===== src/design/cpmf_pkg.sv =====
`default_nettype none
package cpmf_pkg;

    // Default frame limits
    localparam int DEF_MAX_WIDTH  = 1024;
    localparam int DEF_MAX_HEIGHT = 512;

    // Field and register widths
    localparam int PIX_W      = 8;
    localparam int CNT_W      = 10;
    localparam int WIDTH_W    = 11;
    localparam int HEIGHT_W   = 10;
    localparam int CFG_IDX_W  = 1;
    localparam int CFG_DATA_W = 11;

    // Constants of the filter
    localparam logic [PIX_W-1:0] FULL_PIXEL  = 8'd255;
    localparam logic [CNT_W-1:0] COUNT_LIMIT = 10'd1023;

    // Register indexes and reset values
    localparam logic [CFG_IDX_W-1:0] REG_FRAME_WIDTH  = 1'b0;
    localparam logic [CFG_IDX_W-1:0] REG_FRAME_HEIGHT = 1'b1;
    localparam logic [WIDTH_W-1:0]   WIDTH_RESET      = 11'd640;
    localparam logic [HEIGHT_W-1:0]  HEIGHT_RESET     = 10'd480;

    // Per-word control flags carried down the pipeline
    typedef struct packed {
        logic load;   // load word (else a read that yields a result)
        logic first;  // load of pixel (0,0)
        logic row0;   // load in the first row
        logic last;   // read of the final pixel of the frame
    } t_item_ctl;

endpackage
`default_nettype wire


===== src/design/cpmf_ctrl.sv =====
`default_nettype none
module cpmf_ctrl
    import cpmf_pkg::*;
#(
    parameter int MAX_WIDTH  = DEF_MAX_WIDTH,
    parameter int MAX_HEIGHT = DEF_MAX_HEIGHT,
    parameter int CW         = 10,
    parameter int RW         = 9,
    parameter int AW         = 19
) (
    input  wire logic                  i_clk,
    input  wire logic                  i_rst_n,
    input  wire logic                  i_cfg_we,
    input  wire logic [CFG_IDX_W-1:0]  i_cfg_idx,
    input  wire logic [CFG_DATA_W-1:0] i_cfg_data,
    input  wire logic                  i_accept,
    input  wire logic                  i_mode,
    output logic                       o_issue,
    output t_item_ctl                  o_ctl,
    output logic [CW-1:0]              o_col,
    output logic [AW-1:0]              o_addr
);

    localparam logic [AW-1:0] ROW_STEP = AW'(MAX_WIDTH);

    logic [WIDTH_W-1:0]  r_width;
    logic [HEIGHT_W-1:0] r_height;
    logic [CW-1:0]       r_lcol, r_rcol;
    logic [RW-1:0]       r_lrow, r_rrow;
    logic [AW-1:0]       r_lbase, r_rbase;
    logic                r_ready;

    logic [CW-1:0] w_wm1;
    logic [RW-1:0] w_hm1;
    logic [31:0]   w_wide_w, w_wide_h;
    logic          w_load, w_lcol_end, w_lrow_end, w_rcol_end, w_rrow_end;

    // Clamp the frame size: zero acts as one, large values saturate
    always_comb begin
        w_wide_w = 32'(r_width);
        w_wide_h = 32'(r_height);
        if (w_wide_w == 32'd0) begin
            w_wm1 = '0;
        end else if (w_wide_w > 32'(MAX_WIDTH)) begin
            w_wm1 = CW'(MAX_WIDTH - 1);
        end else begin
            w_wm1 = CW'(w_wide_w - 32'd1);
        end
        if (w_wide_h == 32'd0) begin
            w_hm1 = '0;
        end else if (w_wide_h > 32'(MAX_HEIGHT)) begin
            w_hm1 = RW'(MAX_HEIGHT - 1);
        end else begin
            w_hm1 = RW'(w_wide_h - 32'd1);
        end
    end

    assign w_load     = ~i_mode;
    assign w_lcol_end = (r_lcol == w_wm1);
    assign w_lrow_end = (r_lrow == w_hm1);
    assign w_rcol_end = (r_rcol == w_wm1);
    assign w_rrow_end = (r_rrow == w_hm1);

    // Describe the word about to enter the pipeline
    always_comb begin
        o_issue     = i_accept & (w_load | r_ready);
        o_ctl.load  = w_load;
        o_ctl.first = (r_lrow == '0) && (r_lcol == '0);
        o_ctl.row0  = (r_lrow == '0);
        o_ctl.last  = w_rcol_end & w_rrow_end;
        o_col       = w_load ? r_lcol : r_rcol;
        o_addr      = w_load ? (r_lbase + AW'(r_lcol)) : (r_rbase + AW'(r_rcol));
    end

    // Advance the load and read positions; restart them on a register write
    always_ff @(posedge i_clk) begin
        if (!i_rst_n) begin
            r_width  <= WIDTH_RESET;
            r_height <= HEIGHT_RESET;
            r_lcol   <= '0;
            r_lrow   <= '0;
            r_lbase  <= '0;
            r_rcol   <= '0;
            r_rrow   <= '0;
            r_rbase  <= '0;
            r_ready  <= 1'b0;
        end else if (i_cfg_we) begin
            case (i_cfg_idx)
                REG_FRAME_WIDTH:  r_width  <= i_cfg_data;
                REG_FRAME_HEIGHT: r_height <= HEIGHT_W'(i_cfg_data);
                default: ;
            endcase
            r_lcol  <= '0;
            r_lrow  <= '0;
            r_lbase <= '0;
            r_rcol  <= '0;
            r_rrow  <= '0;
            r_rbase <= '0;
            r_ready <= 1'b0;
        end else if (i_accept && w_load) begin
            if (o_ctl.first) begin
                r_ready <= 1'b0;
            end
            if (w_lcol_end) begin
                r_lcol <= '0;
                if (w_lrow_end) begin
                    r_lrow  <= '0;
                    r_lbase <= '0;
                    r_ready <= 1'b1;
                    r_rcol  <= '0;
                    r_rrow  <= '0;
                    r_rbase <= '0;
                end else begin
                    r_lrow  <= r_lrow + RW'(1);
                    r_lbase <= r_lbase + ROW_STEP;
                end
            end else begin
                r_lcol <= r_lcol + CW'(1);
            end
        end else if (i_accept && r_ready) begin
            if (w_rcol_end) begin
                r_rcol <= '0;
                if (w_rrow_end) begin
                    r_rrow  <= '0;
                    r_rbase <= '0;
                end else begin
                    r_rrow  <= r_rrow + RW'(1);
                    r_rbase <= r_rbase + ROW_STEP;
                end
            end else begin
                r_rcol <= r_rcol + CW'(1);
            end
        end
    end

endmodule
`default_nettype wire


===== config.mk =====
export PLATFORM = sky130hd
export DESIGN_NAME = cpmf_ctrl
export DESIGN_NICKNAME = d
export VERILOG_FILES = /design/src/design/cpmf_pkg.sv /design/src/design/cpmf_ctrl.sv
export SDC_FILE = /design/constraint.sdc
export NUM_CORES = 1
export LEC_CHECK = 0
export ABC_AREA = 0
export BUFFER_PORTS_ARGS = -buffer_cell sky130_fd_sc_hd__buf_2
export CAP_MARGIN = 20
export CORE_MARGIN = 2
export CORE_UTILIZATION = 55
export CTS_CLUSTER_SIZE = 8
export DETAILED_ROUTE_END_ITERATION = 12
export PLACE_DENSITY = 0.74
export SYNTH_ARGS = -nofsm -noshare
export SYNTH_HDL_FRONTEND = slang
export SYNTH_SLANG_ARGS = --single-unit

===== constraint.sdc =====
create_clock -name i_clk -period 13.5 [get_ports i_clk]
set_clock_uncertainty 0.2 [all_clocks]
set_input_delay 3.375 -clock i_clk [delete_from_list [all_inputs] [get_ports i_clk]]
set_output_delay 3.375 -clock i_clk [all_outputs]
set_load 0.03 [all_outputs]

Yosys cells after proc, flatten, opt, wreduce, memory -nomap -nowiden
Cells that the tools add are included.

storage, ports and cells
  register bits = 98
  latch bits = 0
  bits in writable memories = 0
  bits in read-only memories = 0
  input port bits = 17
  memories kept = 0

cells by class
  add/subtract/negate cells = 10
  multiply operators = 0
  div/mod/pow operators = 0
  order comparisons = 2
  equality and inequality tests = 6
  shifts and indexed selects = 0
  muxes and demuxes = 29
  bitwise operators = 6
  reduce and logical (&&, ||, !) cells = 15

operators with widths
  cell                    number
  $mux 19                 8
  $mux 10                 9
  $mux 9                  9
  $add 19x10->19          2
  $add 19x11->19 const B  2
  $add 10x1->10 const B   2
  $eq 10x10->1            2
  $logic_not 10->1        2
  $add 9x1->9 const B     2
  $eq 9x9->1              2
  $gt 11x11->1 const B    1
  $logic_not 11->1        1
  $gt 10x10->1 const B    1
  $sub 10x1->10 const B   1
  $logic_not 9->1         1
  $sub 9x1->9 const B     1
  $reduce_and 2->1        3
  $ne 2x2->1 const B      2
  $reduce_and 4->1        1
  $reduce_bool 2->1       2
  $logic_and 1x1->1       3
  $mux 1                  3
  $not 1->1               3
  $reduce_and 3->1        1
  3 further kinds         4

Depth between registers and ports, before layout
Gate-level depths: netlist of run 1.

  word-level depth = 8
  mapped depth = 14
  mapped depth without buffers = 10

Least setup slack after synthesis of run 1
No wires, ideal clock.

  path kind = input to output
  from = input i_mode
  to = output o_col[0]
  arrival = 4.783 ns
  slack = 5.142 ns
  stages = 4
  buffers on the path = 3
  cells stage by stage = clkbuf_1 clkbuf_1 o21ai_0 buf_4

between the ends
  longest elaborated chain between the ends = 1

RTL lines
  element             RTL line         text
  start: declaration  cpmf_ctrl.sv:17  input wire logic i_mode,
  $mux 10             cpmf_ctrl.sv:71  o_col = w_load ? r_lcol : r_rcol;
  end: declaration    cpmf_ctrl.sv:20  output logic [CW-1:0] o_col,

No other way between the ends.

Worst setup path after layout of run 1
  from = input i_mode
  to = output o_issue

between the ends
  longest elaborated chain between the ends = 3

RTL lines
  element           RTL line         text
  $not 1->1         cpmf_ctrl.sv:58  assign w_load = ~i_mode;
  $or 1x1->1        cpmf_ctrl.sv:66  o_issue = i_accept & (w_load | r_ready);
  $and 1x1->1       cpmf_ctrl.sv:66
  end: declaration  cpmf_ctrl.sv:18  output logic o_issue,

No other way between the ends.

==> run_results.csv, run 1 <==
group,metric,value,unit
run_status,outcome,"finished, final reports clean",
final_layout,nets,876,
synthesis,synth_area,0.00631,mm^2
synthesis,synth_cells,853,
drt,wl,18300,um
synthesis,synth_edf_count,0,
drt,drc,0,
power_and_ir_drop,ir_drop,0.0985,mV
drt,ant_nets,0,
place,dp_hpwl,13400,um
critical_path,cp.required,9.93,ns
global_route,antenna_found_initial,0,
clock_network,post-cts-setup-buffers,0,
timing,fin_crit_sh,0.626,
critical_path,worst-r2r-setup-slack,8.56,ns
timing,relSlewSlack,0.302,
global_route,first_global_vias,6059,
synthesis,synth_seq_cells,78,
timing,maxClockFrequency,118,MHz
clock_network,cts_num_sinks,78,
synthesis,synth_top_area_frac,0.248,
global_route,grt_pass1_wl,30100,um
power_and_ir_drop,p_clk_frac,0.424,
floorplan,rows,39,
worst_hold_path,hold_path_class,"flip-flop to flip-flop",
drt,drt_iter0_markers,691,
synthesis,async_reset_ff_frac,0,
synthesis,ys_top_cells_by_area,"dfxtp_1 25%, nand2_1 7.0%, xnor2_1 3.6%",
synthesis,syn_nets,880,
synthesis,ys_seq_area_frac,0.248,
power_and_ir_drop,internal-power,0.000421,W
timing,fin_ws,5.05,ns
critical_path,path_max_fanout,36,
synthesis,avgSynthCellArea,7.39,um^2
critical_path,worst-setup-path-type,"input port to output port",
critical_path,worstSetupStartpointType,"input port",
timing,tns,0,ns
global_route,overflow,0,
flow_run,drv_cap,0,
synthesis,synth_top_area_cell,"dfxtp_1",
timing,min_period,8.45,ns
clock_network,clock_latency,0.35,ns
clock_network,clk_pin_slew_worst_paths,0.06,ns
critical_path,endpoint_kind,"output port",
clock_network,cts_buffers,9,
power_and_ir_drop,combPwrFrac,0.164,
clock_network,h-tree-depth,3,
place,placed_area,0.00644,mm^2
floorplan,initial_core_util,0.557,
critical_path,cp.arrival,4.88,ns
drt,vias,6636,
floorplan,die_w,111,um
power_and_ir_drop,p_seq_frac,0.412,
final_layout,syn_to_final_growth,7.12,%
drt,wl_per_cell,18.4,um
timing,rsz0062_at_grt,"false",
drt,viasPerCell,6.66,
floorplan,die_h,111,um
place,port-buffer-count,50,
timing,tightest_slew,1.05,ns
final_layout,fin_area,0.00676,mm^2
final_layout,antenna_cells,0,
clock_network,postCtsHoldBufs,0,
synthesis,ys_warn_count,0,
clock_network,clockBufferDepth,2,
timing,finalMaxSlewViolations,0,
clock_network,cts_root_buffer,"clkbuf_16",
power_and_ir_drop,p_leak,2.39,nW
place,post-place-ws,5.11,ns
synthesis,synth.distinct_cells,83,
power_and_ir_drop,p_sw,0.000168,W
place,place_congestion,0.954,
floorplan,dieArea,0.0123,mm^2
floorplan,ios,51,
synthesis,yosysMostFrequentCell,"nand2_1",
timing,setup_viol,0,
power_and_ir_drop,netSwitchingFraction,0.285,
floorplan,coreArea,0.0113,mm^2
clock_network,cts_tree,"done",
synthesis,synthFlopType,"dfxtp_1",
final_layout,drive_gt1_frac,0.150,
power_and_ir_drop,p_per_area,87.2,mW/mm^2
global_route,grt_usage,0.292,
drt,drt_first_pass_iters,5,
timing,hold_violations,0,
synthesis,synth_commonest_cells,"118 x nand2_1, 78 x dfxtp_1, 57 x clkbuf_1, 56 x nor2_1, 42 x o21ai_0",
clock_network,cts_resized,0,
global_route,grt_start_max_net_pins,37,
## power groups by stage
stage / clock, W / sequential [W] / combinational [W]
4_1_cts: 0.000252 / 0.000242 / 0.0000943
3_3_place_gp: 0 / 0.000247 / 0.0000919
6_report: 0.000250 / 0.000243 / 0.0000964
5_1_grt: 0.000260 / 0.000243 / 0.000104
2_1_floorplan: 0 / 0.000240 / 0.0000803
3_5_place_dp: 0 / 0.000247 / 0.0000938
## worst max-delay path: stages
cell and delay, ns:
buf_2 0.48, inv_1 0.14, o21ai_1 0.55, inv_1 0.12, buf_2 0.21
## cell type report
| cell class | instances | area [um^2] |
|---|---|---|
| tap | 143 | 179 |
| clock buffer | 12 | 256 |
| fill | 1076 | 4560 |
| timing repair buffer | 59 | 315 |
| inverter | 40 | 150 |
| clock inverter | 3 | 43.8 |
| multi-input combinational | 661 | 4250 |
| sequential | 78 | 1560 |
## final timing paths
| path | startpoint | end | cells after the start |
|---|---|---|---|
| max | i_mode | o_issue | 5 |
| min | r_lbase[18]$_SDFFE_PP0P_ | r_lbase[18]$_SDFFE_PP0P_ | 2 |
| max reg2reg | r_width[0]$_SDFFE_PN0P_ | r_rbase[13]$_SDFFE_PP0P_ | 10 |
| min reg2reg | r_lbase[18]$_SDFFE_PP0P_ | r_lbase[18]$_SDFFE_PP0P_ | 2 |
## cells in the final DEF, fill, tap and decap left out, types with 5 or more instances in the layout
| master | synthesis | final |
|---|---|---|
| o21a_1 | 6 | 6 |
| xnor2_1 | 26 | 26 |
| nand2b_1 | 8 | 8 |
| nor4_1 | 13 | 13 |
| xor2_1 | 8 | 8 |
| nor2b_1 | 12 | 12 |
| a311oi_1 | 18 | 18 |
| nand2_1 | 118 | 118 |
| nor2_1 | 56 | 56 |
| or4_1 | 17 | 17 |
| a211oi_1 | 5 | 5 |
| clkbuf_16 | 0 | 9 |
| nand4_1 | 22 | 22 |
| nor3_1 | 26 | 26 |
| buf_4 | 3 | 8 |
| a21oi_1 | 31 | 31 |
| a21boi_0 | 17 | 17 |
| ha_1 | 10 | 10 |
| o21ai_2 | 11 | 11 |
| inv_1 | 39 | 39 |
| o31ai_1 | 9 | 9 |
| mux2i_1 | 8 | 8 |
| o211ai_1 | 9 | 9 |
| nand3_1 | 40 | 40 |
| mux2_2 | 18 | 18 |
| a31oi_1 | 19 | 19 |
| buf_2 | 8 | 51 |
| dfxtp_1 | 78 | 78 |
| o221ai_1 | 7 | 7 |
| or3_1 | 14 | 14 |
| or2_2 | 7 | 7 |
| o21ai_0 | 42 | 42 |
| and3_1 | 7 | 7 |
## routing by layer
metal	GRT usage	part of all wire
met1	0.375	0.42
met2	0.487	0.49
met3	0.0574	0.068
met4	0.110	0.027
met5	0	0
## stage by stage
stage / hold WS [ns] / total power, W / instances / utilization
floorplan: 0.249 / 0.000321 / 853 / -
global placement: 0.269 / 0.000339 / 979 / 0.569
detailed placement: 0.283 / 0.000341 / 979 / 0.569
CTS: 0.291 / 0.000589 / 994 / 0.596
global route: 0.329 / 0.000608 / 996 / 0.597
finish: 0.292 / 0.000589 / 996 / 0.597
## logic make-up (layout without fill, tap and decap cells)
family / count (synthesis) / count (layout) / synth area share
AO/OA/AOI/OAI: 221 / 221 / 0.256
XOR/XNOR: 34 / 34 / 0.0472
adder cells (fa/ha/maj): 10 / 10 / 0.0198
buffers and inverters: 114 / 114 / 0.0786
flip-flops: 78 / 78 / 0.248
multiplexers: 26 / 26 / 0.0448
AND/OR/NAND/NOR: 370 / 370 / 0.306
## flip-flops by register name, indices dropped and copies added, names as in the netlist
name,count
r_height,10
r_ready,1
r_lrow,9
r_lbase,9
r_lcol,10
r_width,11
r_rbase,9
r_rrow,9
r_rcol,10
(Power assumes the default switching activity.)
==> run 2, diff against run 1 <==
Settings changed: ABC_AREA 0 to 1, PLACE_DENSITY 0.74 to 0.77.
Clock period 13.5 ns to 7.2 ns, I/O delays scaled along.
==> run_results.csv, run 2 <==
group,metric,value,unit
run_status,outcome,"finished, final reports clean",
final_layout,nets,993,
floorplan,rows,37,
global_route,grt_start_max_net_pins,39,
clock_network,cts_num_sinks,78,
synthesis,synth_top_area_frac,0.269,
critical_path,worst-setup-path-type,"input port to output port",
place,port-buffer-count,50,
critical_path,cp.required,5.20,ns
final_layout,top_register,"r_width",
critical_path,worstSetupStartpointType,"input port",
critical_path,endpoint_kind,"output port",
global_route,first_global_vias,5306,
timing,setup_viol,0,
timing,relSlewSlack,0.423,
drt,drt_first_pass_iters,5,
synthesis,synth.distinct_cells,36,
synthesis,ys_warn_count,0,
clock_network,clk_pin_slew_worst_paths,0.08,ns
final_layout,antenna_cells,0,
final_layout,stdcell_count,1105,
synthesis,synth_commonest_cells,"252 x nand2_1, 114 x nand3_1, 112 x inv_1, 78 x dfxtp_1, 74 x nor2_1",
floorplan,die_h,107,um
timing,holdWs,0.274,ns
worst_hold_path,hold_path_class,"flip-flop to flip-flop",
clock_network,cts_buffers,9,
final_layout,nFillCells,1080,
timing,fin_crit_sh,0.761,
timing,maxClockFrequency,183,MHz
clock_network,clock_latency,0.36,ns
final_layout,fin_area,0.00623,mm^2
synthesis,avgSynthCellArea,6.20,um^2
critical_path,cp.arrival,3.48,ns
synthesis,ys_seq_area_frac,0.269,
clock_network,cts_resized,0,
timing,hold_violations,0,
drt,ant_nets,0,
drt,drt_iter0_markers,425,
synthesis,synth_cells,936,
clock_network,postCtsHoldBufs,0,
clock_network,cts_root_buffer,"clkbuf_8",
timing,min_period,5.48,ns
final_layout,mostFrequentLayoutCells,"252 x nand2_1, 114 x nand3_1, 112 x inv_1",
synthesis,synth_seq_cells,78,
clock_network,post-cts-setup-buffers,0,
synthesis,synth_edf_count,0,
global_route,overflow,0,
final_layout,drive_gt1_frac,0.146,
power_and_ir_drop,p_leak,2.81,nW
place,placed_area,0.00606,mm^2
synthesis,async_reset_ff_frac,0,
critical_path,path_max_fanout,38,
clock_network,h-tree-depth,3,
synthesis,synth_area,0.00580,mm^2
drt,viasPerCell,5.31,
power_and_ir_drop,p_per_area,152,mW/mm^2
synthesis,syn_nets,963,
synthesis,yosysMostFrequentCell,"nand2_1",
floorplan,coreArea,0.0103,mm^2
timing,tightest_slew,0.863,ns
critical_path,slowest_stage,"o21ai_0",
global_route,antenna_found_initial,0,
clock_network,clockBufferDepth,2,
final_layout,largest_register_ff_count,11,
place,dp_hpwl,10600,um
floorplan,initial_core_util,0.564,
global_route,grt_usage,0.265,
floorplan,die_w,107,um
drt,wl,14500,um
power_and_ir_drop,ir_drop,0.0837,mV
flow_run,drv_cap,0,
floorplan,dieArea,0.0114,mm^2
clock_network,cts_tree,"done",
timing,rsz0062_at_grt,"false",
synthesis,synth_top_area_cell,"dfxtp_1",
drt,wl_per_cell,13.1,um
floorplan,ios,51,
critical_path,crit_chain,"buf_2 > inv_1 > o21ai_0 > inv_1 > buf_2",
drt,drc,0,
place,dp.cells,1091,
place,place_congestion,0.929,
synthesis,ys_top_cells_by_area,"dfxtp_1 27%, nand2_1 16%, nand3_1 9.8%",
timing,tns,0,ns
synthesis,synthFlopType,"dfxtp_1",
timing,finalMaxSlewViolations,0,
final_layout,syn_to_final_growth,7.38,%
critical_path,max_stage_delay,0.49,ns
global_route,grt_pass1_wl,24800,um
final_layout,final_common_cell,"nand2_1",
drt,vias,5864,
run 2: changes by cell type in the layout (fill, tap and decap cells not counted), moves of 19 or more:
cell     previous run  this run
nand2_1           118       252
a31oi_1            19         0
xnor2_1            26         2
xor2_1              8        27
inv_1              39       112
nand3_1            40       114
nor2_2              0        28
run 2: where the power goes:
| group | internal [W] | total [W] | switching (W) |
|---|---|---|---|
| Clock | 0.000141 | 0.000314 | 0.000174 |
| Combinational | 0.0000565 | 0.000184 | 0.000127 |
| Sequential | 0.000440 | 0.000450 | 0.00000981 |
run 2: path summary, 6_finish.rpt:
check                                              start                      to  slack, ns  cells past startpoint
worst min-delay path                r_ready$_SDFFE_PP0P_    r_ready$_SDFFE_PP0P_       0.27                      2
worst max-delay path                              i_mode                 o_issue       1.72                      5
worst min register to register      r_ready$_SDFFE_PP0P_    r_ready$_SDFFE_PP0P_       0.27                      2
worst max register to register  r_height[0]$_SDFFE_PN0P_  r_rcol[6]$_SDFFE_PP0P_       3.72                     17
run 2: per-layer routing:
layer,vias up,part of all wire,GRT usage
li1,3072,-,-
met1,2621,0.48,0.372
met2,154,0.45,0.432
met3,17,0.056,0.0304
met4,0,0.011,0.0742
met5,-,0,0
run 2: metrics by stage:
step	setup slack [ns]	power [W]	utilization
finish	1.72	0.000948	0.606
global route	1.51	0.000995	0.606
CTS	1.74	0.000953	0.606
detailed placement	1.74	0.000641	0.589
global placement	1.76	0.000639	0.589
floorplan	1.98	0.000603	-
run 2: area by class of cell:
type                    instances  area [um^2]  share of cell area
clock buffers                  11          151              0.0243
well taps                     136          170              0.0273
inverters                     122          458              0.0735
flip-flops and latches         78         1560               0.251
clock inverters                 3         21.3             0.00342
repair buffers                 52          265              0.0426
multi-input cells             703         3600               0.578
run 2: worst max-delay path: cells and delay by family:
kind	cells	cell delay, ns
AO/OA/AOI/OAI	1	0.49
buffers and inverters	4	1.18
run 2: logic make-up after synthesis:
group	share of synthesized area
AO/OA/AOI/OAI	0.101
XOR/XNOR	0.0438
adder cells (fa/ha/maj)	0.0216
buffers and inverters	0.110
flip-flops	0.269
AND/OR/NAND/NOR	0.454
